File: src/sv/assert_macros.svh
// Assertion macros shared by the divider RTL.
`ifndef ASSERT_MACROS_SVH
`define ASSERT_MACROS_SVH

// Same-cycle implication, sampled on clk, off while arst_n is low.
`define SID_ASSERT_NOW(label, ante, cons, msg) \
	label: assert property (@(posedge clk) disable iff (!arst_n) (ante) |-> (cons)) \
		else $error(msg);

// Next-cycle implication, sampled on clk, off while arst_n is low.
`define SID_ASSERT_NEXT(label, ante, cons, msg) \
	label: assert property (@(posedge clk) disable iff (!arst_n) (ante) |=> (cons)) \
		else $error(msg);

`endif

File: src/sv/sid_pkg.sv
// Types and constants for the signed 32-bit divider.
package sid_pkg;

	localparam int DW    = 32;
	localparam int CNT_W = $clog2(DW);

	localparam logic [DW-1:0] QMAX = {1'b0, {(DW-1){1'b1}}};

	// Status from the shift-subtract unit to the sequencer.
	typedef struct packed {
		logic busy;
		logic done;
	} sid_stat_t;

endpackage

File: src/sv/sid_core.sv
// Iterative restoring shift-subtract unit: one quotient bit per cycle.
module sid_core
	import sid_pkg::*;
(
	input  logic          clk,
	input  logic          arst_n,
	input  logic          start,
	input  logic [DW-1:0] num,
	input  logic [DW-1:0] den,
	output logic [DW-1:0] quo,
	output sid_stat_t     stat
);

	localparam logic [CNT_W-1:0] LAST = CNT_W'(DW - 1);

	logic             busy_q;
	logic             done_q;
	logic [CNT_W-1:0] cnt_q;
	logic [DW-1:0]    num_q;  // dividend bits shift out the top, quotient bits in the bottom
	logic [DW-1:0]    den_q;
	logic [DW-1:0]    rem_q;

	logic [DW:0] shifted;
	logic [DW:0] diff;
	logic        take;

	// Shift in the next dividend bit and trial-subtract the divisor.
	assign shifted = {rem_q, num_q[DW-1]};
	assign diff    = shifted - {1'b0, den_q};
	assign take    = !diff[DW];

	always_ff @(posedge clk or negedge arst_n) begin
		if (!arst_n) begin
			busy_q <= 1'b0;
			done_q <= 1'b0;
			cnt_q  <= '0;
		end else begin
			done_q <= 1'b0;
			if (start) begin
				busy_q <= 1'b1;
				cnt_q  <= '0;
			end else if (busy_q) begin
				cnt_q <= cnt_q + 1'b1;
				if (cnt_q == LAST) begin
					busy_q <= 1'b0;
					done_q <= 1'b1;
				end
			end
		end
	end

	always_ff @(posedge clk) begin
		if (start) begin
			num_q <= num;
			den_q <= den;
			rem_q <= '0;
		end else if (busy_q) begin
			num_q <= {num_q[DW-2:0], take};
			rem_q <= take ? diff[DW-1:0] : shifted[DW-1:0];
		end
	end

	assign quo       = num_q;
	assign stat.busy = busy_q;
	assign stat.done = done_q;

endmodule

File: src/sv/signed_int32_divider.sv
// Top level of the signed 32-bit truncating divider.
//
//  channel  | dir | tdata                         | tuser
//  ---------+-----+-------------------------------+-------------------------------------
//  s_axis   | in  | [31:0] dividend, [63:32] divisor | none
//  m_axis   | out | [31:0] quotient               | [0] overflowed, [1] divide_by_zero
//
// Nonzero divisor: the magnitudes load on the accepting edge; the unit then makes one
// shift-subtract pass per quotient bit, then its done strobe; the fixup step sets the sign.
// Zero divisor: skip the unit and go straight to fixup, which loads the output register.
// s_axis_tready is high only in idle, so no new beat is taken until the last leaves fixup.
// The result waits in an output register while the next beat is taken; if that register is
// still full when the next result is ready, hold in the fixup step.
// arst_n clears the sequencer and the output valid; data registers keep no reset.
module signed_int32_divider
	import sid_pkg::*;
(
	input  logic        clk,
	input  logic        arst_n,
	input  logic        s_axis_tvalid,
	output logic        s_axis_tready,
	input  logic [63:0] s_axis_tdata,   // [31:0] dividend, [63:32] divisor
	output logic        m_axis_tvalid,
	input  logic        m_axis_tready,
	output logic [31:0] m_axis_tdata,   // [31:0] quotient
	output logic [1:0]  m_axis_tuser    // [0] overflowed, [1] divide_by_zero
);

`include "assert_macros.svh"

	typedef enum logic [2:0] {
		ST_IDLE = 3'b001,
		ST_RUN  = 3'b010,
		ST_FIX  = 3'b100
	} state_t;

	state_t state_q;

	logic [DW-1:0] dividend;
	logic [DW-1:0] divisor;
	logic [DW-1:0] mag_a;
	logic [DW-1:0] mag_b;
	logic          in_beat;
	logic          div_zero;
	logic          start;

	logic          neg_q;
	logic          dz_q;

	logic [DW-1:0] core_quo;
	sid_stat_t     core_stat;

	logic          out_free;
	logic [DW-1:0] res_quo;
	logic          res_ovf;

	logic          m_valid_q;
	logic [DW-1:0] m_quo_q;
	logic          m_ovf_q;
	logic          m_dz_q;

	assign dividend = s_axis_tdata[DW-1:0];
	assign divisor  = s_axis_tdata[2*DW-1:DW];

	// Work on magnitudes; the minimum value maps to 2^31 as an unsigned number.
	assign mag_a = dividend[DW-1] ? (~dividend + 1'b1) : dividend;
	assign mag_b = divisor[DW-1]  ? (~divisor  + 1'b1) : divisor;

	assign s_axis_tready = (state_q == ST_IDLE);
	assign in_beat       = s_axis_tvalid && s_axis_tready;
	assign div_zero      = (divisor == '0);
	assign start         = in_beat && !div_zero;

	sid_core u_core (
		.clk    (clk),
		.arst_n (arst_n),
		.start  (start),
		.num    (mag_a),
		.den    (mag_b),
		.quo    (core_quo),
		.stat   (core_stat)
	);

	// Sequencer: accept, iterate, then fix up the sign.
	always_ff @(posedge clk or negedge arst_n) begin
		if (!arst_n) begin
			state_q <= ST_IDLE;
		end else begin
			unique case (state_q)
				ST_IDLE: begin
					if (in_beat) begin
						state_q <= div_zero ? ST_FIX : ST_RUN;
					end
				end
				ST_RUN: begin
					if (core_stat.done) begin
						state_q <= ST_FIX;
					end
				end
				ST_FIX: begin
					if (out_free) begin
						state_q <= ST_IDLE;
					end
				end
				default: begin
					state_q <= ST_IDLE;
				end
			endcase
		end
	end

	// Capture the sign and the zero-divisor case with the beat.
	always_ff @(posedge clk) begin
		if (in_beat) begin
			neg_q <= dividend[DW-1] ^ divisor[DW-1];
			dz_q  <= div_zero;
		end
	end

	// Final result: a zero divisor gives QMAX; saturate a positive quotient past the signed range,
	// negate when the operand signs differ.
	always_comb begin
		res_ovf = 1'b0;
		priority if (dz_q) begin
			res_quo = QMAX;
		end else if (!neg_q && core_quo[DW-1]) begin
			res_quo = QMAX;
			res_ovf = 1'b1;
		end else if (neg_q) begin
			res_quo = ~core_quo + 1'b1;
		end else begin
			res_quo = core_quo;
		end
	end

	// Output register: load when empty or being drained this cycle.
	assign out_free = !m_valid_q || m_axis_tready;

	always_ff @(posedge clk or negedge arst_n) begin
		if (!arst_n) begin
			m_valid_q <= 1'b0;
		end else if (state_q == ST_FIX && out_free) begin
			m_valid_q <= 1'b1;
		end else if (m_axis_tready) begin
			m_valid_q <= 1'b0;
		end
	end

	always_ff @(posedge clk) begin
		if (state_q == ST_FIX && out_free) begin
			m_quo_q <= res_quo;
			m_ovf_q <= res_ovf;
			m_dz_q  <= dz_q;
		end
	end

	assign m_axis_tvalid = m_valid_q;
	assign m_axis_tdata  = m_quo_q;
	assign m_axis_tuser  = {m_dz_q, m_ovf_q};

	`SID_ASSERT_NOW(a_done_in_run, core_stat.done, state_q == ST_RUN,
		"shift-subtract unit finished outside the run state")
	`SID_ASSERT_NEXT(a_zero_skips_core, in_beat && div_zero,
		state_q == ST_FIX && !core_stat.busy, "zero divisor did not go straight to fixup")
	`SID_ASSERT_NOW(a_flags_exclusive, m_axis_tvalid, !(m_axis_tuser[0] && m_axis_tuser[1]),
		"overflow and divide-by-zero raised on the same beat")
	`SID_ASSERT_NOW(a_dz_saturates, m_axis_tvalid && m_axis_tuser[1], m_axis_tdata == QMAX,
		"divide-by-zero beat without saturated quotient")

endmodule
File: config.mk
export PLATFORM = sky130hd
export DESIGN_NAME = signed_int32_divider
export DESIGN_NICKNAME = d
export VERILOG_FILES = /design/src/sv/sid_pkg.sv /design/src/sv/sid_core.sv /design/src/sv/signed_int32_divider.sv
export VERILOG_INCLUDE_DIRS = /design/src /design/src/sv
export SDC_FILE = /design/constraint.sdc
export NUM_CORES = 1
export LEC_CHECK = 0
export BUFFER_PORTS_ARGS = -buffer_cell sky130_fd_sc_hd__buf_2
export CORE_MARGIN = 3
export CORE_UTILIZATION = 42
export DETAILED_ROUTE_END_ITERATION = 10
export PLACE_DENSITY_LB_ADDON = 0.12
export SYNTH_ARGS = -nofsm -noshare
export SYNTH_HDL_FRONTEND = slang
export SYNTH_HIERARCHICAL = 1
export SYNTH_SLANG_ARGS = --single-unit
File: constraint.sdc
create_clock -name clk -period 3.78 [get_ports clk]
set_input_delay 0.567 -clock clk [delete_from_list [all_inputs] [get_ports clk]]
set_output_delay 0.567 -clock clk [all_outputs]
set_load 0.01 [all_outputs]
==> impl_metrics.yaml, run 1 <==
floorplan:
  fp.dieW_um: 157
  die_y_um: 157
  start_util: 0.432
  coreArea_um2: 22100
  placementRows: 54
  pin_count: 104
  die-area_um2: 24600
place:
  dp_hpwl_mm: 15.8
  gp_congestion: 0.848
  place_inst: 1303
  port_buffers: 103
drt:
  viasPerCell: 5.39
  drt-initial-drc-count: 353
  wl_per_cell_um: 15.9
  first_pass_iters: 4
  vias: 7189
  routed_wl_mm: 21.3
  drc_errors: 0
  ant_nets: 0
layout:
  antenna_cells: 0
  final_cell_mix: "buf_2, edfxtp_1, nand2_1"
  fillers: 2027
  ff_latch_area_um2: 3920
  area_growth_pct: 14.8
  layout.cells.non_filler: 1335
  multi_input_area_um2: 5260
  nets: 1148
  drive_gt1_frac: 0.209
  final_common_cell: "buf_2"
logic_synthesis:
  syn_area_um2: 9550
  ys_warn_count: 6
  syn_avg_cell_area_um2: 10.0
  syn_inst: 953
  syn_nets: 1059
grt:
  grt_pass1_wl_mm: 34.4
  grt_pass1_vias: 6881
  grt_antenna_before_repair: 0
  track_usage: 0.174
  grt_start_max_net_pins: 107
  globalRouteOverflowTotal: 0
timing:
  fin_setup_tns_ns: 0
  fin_hold_ws_ns: 0.00744
  slew_violations: 0
  fin_skew_ns: 0.0167
  final.min_clock_period_ns: 3.48
  tightest_slew_ns: 0.893
  hold_violations: 0
  fmax_mhz: 288
  slew_headroom: 0.403
  final-setup-viol-count: 0
  rsz0062_at_grt: "false"
  timing.final.crit_share: 0.920
clocking:
  cts.htree.levels: 4
  cts_resized: 0
  ctsHoldBuffers: 0
  post-cts-setup-buffers: 0
  cts_root_buf: "clkbuf_16"
  clk_latency_ns: 0.42
  cts.sinks: 143
  cts_buffer_depth: 2
  cts_made_buffers: 17
  cts_tree: "done"
  cts.clk_slew.worst_paths_ns: 0.06
worst_setup_path:
  crit_type: "register to register"
  cp.required_ns: 4.12
  start_kind: "register"
  arrival_ns: 3.81
  crit_fanout: 36
  cp-end-kind: "register"
  crit_path_start: "u_core/quo[31]"
  rr_startpoint: "u_core/quo[31]"
worst_hold_path:
  hp-class: "primary input to asynchronous set/reset pin"
run_status:
  status: "finished, final reports clean"
power_and_ir_drop:
  ir_drop_uv: 538
  cellPowerDensity_nw_per_um2: 765
  leakage_nw: 4.32
flow_run:
  max-cap-violations: 0
==> critical path, stage by stage, from the launching register on <==
cell and delay [ns]:
edfxtp_1 0.45, inv_1 0.12, ha_1 0.25, fa_1 0.40
nand2b_1 0.17, a21oi_1 0.27, o21ai_2 0.15, a2bb2oi_4 0.18
o22ai_2 0.25, a21oi_4 0.14, xnor2_4 0.18, buf_12 0.27
mux2_4 0.33, a211oi_2 0.20
==> area by class of cell <==
type                       instances  share of cell area
tap                              280              0.0319
sequential                       143               0.358
multi-input combinational        715               0.480
inverter                          52              0.0181
clock buffer                      18              0.0391
timing repair buffer             113              0.0573
clock inverter                    14              0.0163
==> flip-flops by register name (all words and copies together) (netlist names) <==
register / flops
state_q: 3
dz_q: 1
u_core/cnt_q: 5
neg_q: 1
u_core/rem_q: 32
m_ovf_q: 1
u_core/quo: 32
m_axis_tvalid: 1
u_core/done_q: 1
m_axis_tdata: 32
u_core/busy_q: 1
m_dz_q: 1
u_core/den_q: 32
==> report_power, final <==
part	total, mW	internal (mW)	leakage [nW]	switching, mW
Sequential	2.80	2.31	1.37	0.489
Clock	1.74	1.05	0.290	0.693
Combinational	3.85	1.80	2.66	2.05
==> routing by layer <==
metal	vias up	wire length, um	GRT usage
met5	-	0	0
met3	17	823	0.0271
met1	3322	10200	0.236
met2	161	9950	0.288
li1	3689	-	-
met4	0	293	0.0513
==> path summary, 6_finish.rpt <==
path / to / slack [ns] / cells after the start
hold / removal: u_core/cnt_q[0] / 0.007 / 1
setup reg to reg: u_core/rem_q[0] / 0.30 / 13
setup / recovery: u_core/rem_q[0] / 0.30 / 13
max in group asynchronous: state_q[0] / 3.51 / 1
hold reg to reg: state_q[1] / 0.48 / 1
min in group clk: u_core/den_q[0] / 0.40 / 1
==> metrics by stage <==
step,setup WS (ns),utilization,power (mW),instance area (um^2)
final,0.302,0.496,8.39,11000
after detailed placement,0.183,0.469,6.66,10400
after global routing,0.0276,0.496,9.01,11000
after CTS,0.285,0.496,8.44,11000
after floorplan,0.00521,-,5.80,9570
after global placement,0.225,0.469,6.63,10400
(Power assumes the default switching activity.)
==> run 2: changes to the inputs <==
--- a/config.mk
+++ b/config.mk
@@ -6,9 +6,12 @@
 export SDC_FILE = /design/constraint.sdc
 export NUM_CORES = 1
 export LEC_CHECK = 0
+export ABC_AREA = 1
 export BUFFER_PORTS_ARGS = -buffer_cell sky130_fd_sc_hd__buf_2
+export CELL_PAD_IN_SITES_DETAIL_PLACEMENT = 2
+export CELL_PAD_IN_SITES_GLOBAL_PLACEMENT = 2
 export CORE_MARGIN = 3
-export CORE_UTILIZATION = 42
+export CORE_UTILIZATION = 30
 export DETAILED_ROUTE_END_ITERATION = 10
 export PLACE_DENSITY_LB_ADDON = 0.12
 export SYNTH_ARGS = -nofsm -noshare
==> run 2 against run 1 <==
Effect of this change: hold slack gained 0.32 ns; die area grew 65%; register-to-register slack improved by 0.73 ns; synthesized area increased by 20%; wire length is 110% higher; flip-flop and latch count is the same; critical endpoint is now u_core/quo[0].
==> impl_metrics.yaml, run 2 <==
drt:
  viasPerCell: 4.81
  routed_wl_mm: 43.7
  wl_per_cell_um: 18.3
  vias: 11500
  first_pass_iters: 5
  ant_nets: 0
  drt-initial-drc-count: 557
  drc_errors: 0
grt:
  grt_pass1_vias: 12200
  track_usage: 0.216
  globalRouteOverflowTotal: 0
  grt_start_max_net_pins: 35
  grt_antenna_before_repair: 0
  grt_pass1_wl_mm: 69.1
timing:
  fin_ws_ns: 1.04
  final.min_clock_period_ns: 2.74
  timing.final.crit_share: 0.726
  slew_violations: 0
  final-setup-viol-count: 0
  fin_setup_tns_ns: 0
  hold_violations: 0
  fin_skew_ns: 0.00753
  fmax_mhz: 365
  rsz0062_at_grt: "false"
  tightest_slew_ns: 1.10
  slew_headroom: 0.267
worst_setup_path:
  crit_fanout: 33
  start_kind: "register"
  crit_type: "register to register"
  cp.required_ns: 3.95
  rr_startpoint: "u_core/quo[31]"
  cp-end-kind: "register"
  reg2reg_depth: 15
  r2r_setup_slack_ns: 1.04
  arrival_ns: 2.91
  reg2reg_to: "u_core/quo[0]"
power_and_ir_drop:
  power_frac_comb: 0.576
  pwr-share-clk: 0.159
  ir_drop_uv: 375
  switching_share: 0.513
  cellPowerDensity_nw_per_um2: 827
  internal_power_mw: 5.28
  leakage_nw: 6.61
  seqPwrFrac: 0.265
  switchingPower_mw: 5.56
clocking:
  cts_made_buffers: 17
  post-cts-setup-buffers: 0
  cts.htree.levels: 4
  cts.clk_slew.worst_paths_ns: 0.06
  cts_buffer_depth: 2
  cts.sinks: 143
  cts_tree: "done"
  cts_resized: 0
  ctsHoldBuffers: 1
  clk_latency_ns: 0.44
  cts_root_buf: "clkbuf_16"
layout:
  design_area_um2: 13100
  final_util: 0.348
  antenna_cells: 0
  multi_input_area_um2: 6240
  fillers: 4715
  layout.cells.non_filler: 2382
  ff_latch_area_um2: 3920
  drive_gt1_frac: 0.123
  area_growth_pct: 14.3
  final_common_cell: "nand2_1"
  nets: 1964
  final_cell_mix: "nand2_1, inv_1, nor2_1"
logic_synthesis:
  syn_area_um2: 11500
  ys_warn_count: 6
  syn_nets: 1865
  syn_avg_cell_area_um2: 6.52
  syn_inst: 1759
floorplan:
  coreArea_um2: 37700
  placementRows: 71
  start_util: 0.305
  die_y_um: 202
  pin_count: 104
  die-area_um2: 40600
  fp.dieW_um: 202
flow_run:
  max-cap-violations: 0
run_status:
  status: "finished, final reports clean"
worst_hold_path:
  hold_end: "u_core/den_q[0]"
  hp-start: "s_axis_tdata[32]"
  hp-class: "primary input to register"
  hold_path_depth: 1
place:
  placed_area_um2: 12500
  dp_hpwl_mm: 35.5
  place_ws_ns: 1.04
  place_inst: 2349
  port_buffers: 103
  gp_congestion: 0.823
==> run 2: cell types whose count changed in the layout (fill, tap and decap cells not counted), sizes merged, moves of 16 or more <==
cell    delta
a211oi    -26
a21oi     -21
inv      +247
mux2      -33
mux2i     -28
nand2    +613
nand3    +123
nor2     +133
nor3      +16
o31ai     -26
o41ai     -17
xnor2     -53
==> run 2: how the worst max path moves through the flow <==
stage	startpoint	to	slack [ns]
after floorplan	s_axis_tdata[32]	u_core/quo[0]	0.34
after global placement	s_axis_tdata[32]	u_core/rem_q[30]	1.14
after detailed placement	u_core/quo[31]	u_core/quo[0]	1.04
after CTS	u_core/quo[31]	u_core/quo[0]	1.03
after global routing	u_core/quo[31]	u_core/rem_q[21]	0.82
final	u_core/quo[31]	u_core/quo[0]	1.04
==> run 2: power groups by stage <==
stage	logic, mW	clock network (mW)	registers, mW
global placement	6.00	0	2.87
floorplan	4.53	0	2.69
CTS	6.29	1.78	2.87
detailed placement	6.22	0	2.89
global route	7.11	1.85	2.94
finish	6.24	1.73	2.87
==> run 2: metrics by stage <==
stage          power [mW]  hold WS [ns]
4_1_cts              10.9         0.304
5_1_grt              11.9         0.307
2_1_floorplan        7.23         0.271
3_5_place_dp         9.12         0.467
3_3_place_gp         8.87         0.460
6_report             10.8         0.326
==> run 2: cell type report <==
| type | instances | area share |
|---|---|---|
| multi-input cells | 1281 | 0.475 |
| flip-flops and latches | 143 | 0.299 |
| inverters | 300 | 0.0858 |
| well taps | 511 | 0.0487 |
| repair buffers | 115 | 0.0464 |
| clock buffers | 17 | 0.0324 |
| clock inverters | 15 | 0.0124 |
==> run 2: critical path: stages (launching register included) <==
cell      delay, ns
edfxtp_1       0.42
inv_1          0.11
ha_1           0.24
fa_1           0.39
inv_1          0.09
nand2_1        0.07
nand2_1        0.11
nand3_1        0.08
nand2_1        0.14
nand2_1        0.08
nand2_2        0.10
nand2_4        0.08
nand2_4        0.09
nand2_4        0.07
nand2_8        0.26
o21ai_0        0.14
==> run 2: layer usage <==
layer,GRT usage,wire length [um],up-vias,part of all wire
li1,-,-,5642,-
met1,0.315,22400,5677,0.51
met2,0.352,20000,112,0.46
met3,0.0225,836,25,0.019
met4,0.0399,379,0,0.0087
met5,0,0,-,0
==> run 3: changes to the inputs <==
--- a/config.mk
+++ b/config.mk
@@ -11,7 +11,7 @@
 export CELL_PAD_IN_SITES_DETAIL_PLACEMENT = 2
 export CELL_PAD_IN_SITES_GLOBAL_PLACEMENT = 2
 export CORE_MARGIN = 3
-export CORE_UTILIZATION = 30
+export CORE_UTILIZATION = 34
 export DETAILED_ROUTE_END_ITERATION = 10
 export PLACE_DENSITY_LB_ADDON = 0.12
 export SYNTH_ARGS = -nofsm -noshare
==> constraint.sdc (replaced) <==
create_clock -name clk -period 2.69 [get_ports clk]
set_input_delay 0.4035 -clock clk [delete_from_list [all_inputs] [get_ports clk]]
set_output_delay 0.4035 -clock clk [all_outputs]
set_load 0.01 [all_outputs]
==> run 3 against run 2 <==
Effect of this change: worst setup slack worse by 1.0 ns; clock power up 41%; via count up 2.7%; register-to-register slack worse by 1.0 ns; first-iteration DRC count up 17%; clock skew up 0.0020 ns; sequential share of layout area down 0.42 points; wire length up 7.3%; sequential power up 45%; cell area up 1.4%; global-route usage up 3.6 points; cell count down 2.1%.
==> impl_metrics.yaml, run 3 (synthesized netlist as in run 2, its figures left out) <==
power_and_ir_drop:
  ir_drop_uv: 531
  internal_power_mw: 7.73
  power_frac_comb: 0.596
  switching_share: 0.528
  switchingPower_mw: 8.64
  cellPowerDensity_nw_per_um2: 1230
  seqPwrFrac: 0.255
  pwr-share-clk: 0.149
  leakage_nw: 6.71
worst_setup_path:
  reg2reg_to: "u_core/rem_q[30]"
  crit_path_start: "u_core/den_q[10]"
  crit_type: "register to register"
  arrival_ns: 3.01
  crit_fanout: 8
  cp.required_ns: 3.04
  crit_end: "u_core/rem_q[30]"
  rr_startpoint: "u_core/den_q[10]"
  r2r_setup_slack_ns: 0.02
  cp-end-kind: "register"
  reg2reg_depth: 13
  start_kind: "register"
drt:
  wl_per_cell_um: 20.1
  ant_nets: 0
  vias: 11800
  drt-initial-drc-count: 651
  first_pass_iters: 5
  viasPerCell: 5.05
  routed_wl_mm: 46.9
  drc_errors: 0
floorplan:
  die_y_um: 190
  start_util: 0.349
  coreArea_um2: 32900
  die-area_um2: 36000
  placementRows: 66
  fp.dieW_um: 190
  pin_count: 104
grt:
  track_usage: 0.252
  globalRouteOverflowTotal: 0
  grt_pass1_vias: 12500
  grt_pass1_wl_mm: 70.7
  grt_start_max_net_pins: 36
  grt_antenna_before_repair: 1
layout:
  nets: 1982
  antenna_cells: 0
  layout.cells.non_filler: 2331
  final_cell_mix: "nand2_1, inv_1, nor2_1"
  drive_gt1_frac: 0.138
  final_common_cell: "nand2_1"
  area_growth_pct: 15.9
timing:
  slew_violations: 0
  rsz0062_at_grt: "true"
  final.min_clock_period_ns: 2.67
  fin_hold_ws_ns: 0.168
  fmax_mhz: 375
  fin_skew_ns: 0.00950
  slew_headroom: 0.434
  tightest_slew_ns: 0.840
  final-setup-viol-count: 0
  hold_violations: 0
  timing.final.crit_share: 0.991
  fin_setup_tns_ns: 0
clocking:
  clk_latency_ns: 0.44
  cts_made_buffers: 17
  cts_root_buf: "clkbuf_16"
  cts.clk_slew.worst_paths_ns: 0.06
  cts.sinks: 143
  cts_buffer_depth: 2
  cts.htree.levels: 4
  cts_tree: "done"
worst_hold_path:
  hp-class: "primary input to register"
  hold_path_depth: 1
place:
  gp_congestion: 0.872
  place_inst: 2290
  dp_hpwl_mm: 35.7
  port_buffers: 103
flow_run:
  max-cap-violations: 0
run_status:
  status: "finished, final reports clean"
==> run 3: cell types whose count changed in the layout (fill, tap and decap cells not counted), sizes merged <==
cell      delta
buf         +13
nand2        +5
clkbuf       +2
inv          -2
clkinv       -1
clkinvlp     +1
==> run 3: worst min-delay path by stage <==
stage	from	end	slack (ns)
final	s_axis_tdata[32]	u_core/den_q[0]	0.17
after global routing	s_axis_tdata[32]	u_core/den_q[0]	0.16
after CTS	s_axis_tdata[32]	u_core/den_q[0]	0.15
after detailed placement	arst_n	m_axis_tvalid	0.30
after global placement	arst_n	m_axis_tvalid	0.31
after floorplan	arst_n	m_axis_tvalid	0.11
==> run 3: layout make-up <==
class	instances	area [um^2]
clock buffers	19	443
well taps	442	553
clock inverters	13	138
fillers	4157	19600
repair buffers	128	718
inverters	300	1130
flip-flops and latches	143	3920
multi-input cells	1286	6400
==> run 3: critical path, stage by stage (launching register included) <==
cell and delay [ns]:
edfxtp_1 0.43, inv_1 0.16, ha_1 0.32, nand2_1 0.15
inv_1 0.09, nand2_1 0.08, nand2_1 0.13, a21oi_1 0.22
nand2_2 0.11, nand2_4 0.15, nand3_4 0.23, nand2_8 0.23
nor2_1 0.08, o21ai_0 0.19
==> run 3: power by group through the flow <==
stage / logic, mW / registers (mW) / clock network (mW)
2_1_floorplan: 6.37 / 3.78 / 0
3_3_place_gp: 8.39 / 4.10 / 0
3_5_place_dp: 8.84 / 4.15 / 0
4_1_cts: 9.04 / 4.12 / 2.47
5_1_grt: 10.9 / 4.25 / 2.57
6_report: 9.76 / 4.17 / 2.44
==> run 3: per-stage QoR <==
stage                     cell area (um^2)  setup slack (ns)   util  total power, mW
after detailed placement             12500           -0.0491  0.381             13.0
after global placement               12500             0.119  0.381             12.5
after global routing                 13300            -0.111  0.405             17.7
after floorplan                      11500             0.148      -             10.2
final                                13300            0.0235  0.405             16.4
after CTS                            13100           0.00358  0.399             15.6
==> run 3: timing repair <==
action	in CTS	in global routing
hold buffers	1	0
cloned	1	4
pin swaps	1	6
buffers inserted	0	3
gates resized for setup	0	20
setup endpoints to repair	4	33
endpoints found under the hold margin	10	0
==> run 3: per-layer routing <==
layer	global-route usage	vias up	wire length, um
met4	0.0444	0	600
met2	0.414	211	21800
met1	0.364	5838	22800
met3	0.0273	34	1640
met5	0	-	0
li1	-	5682	-
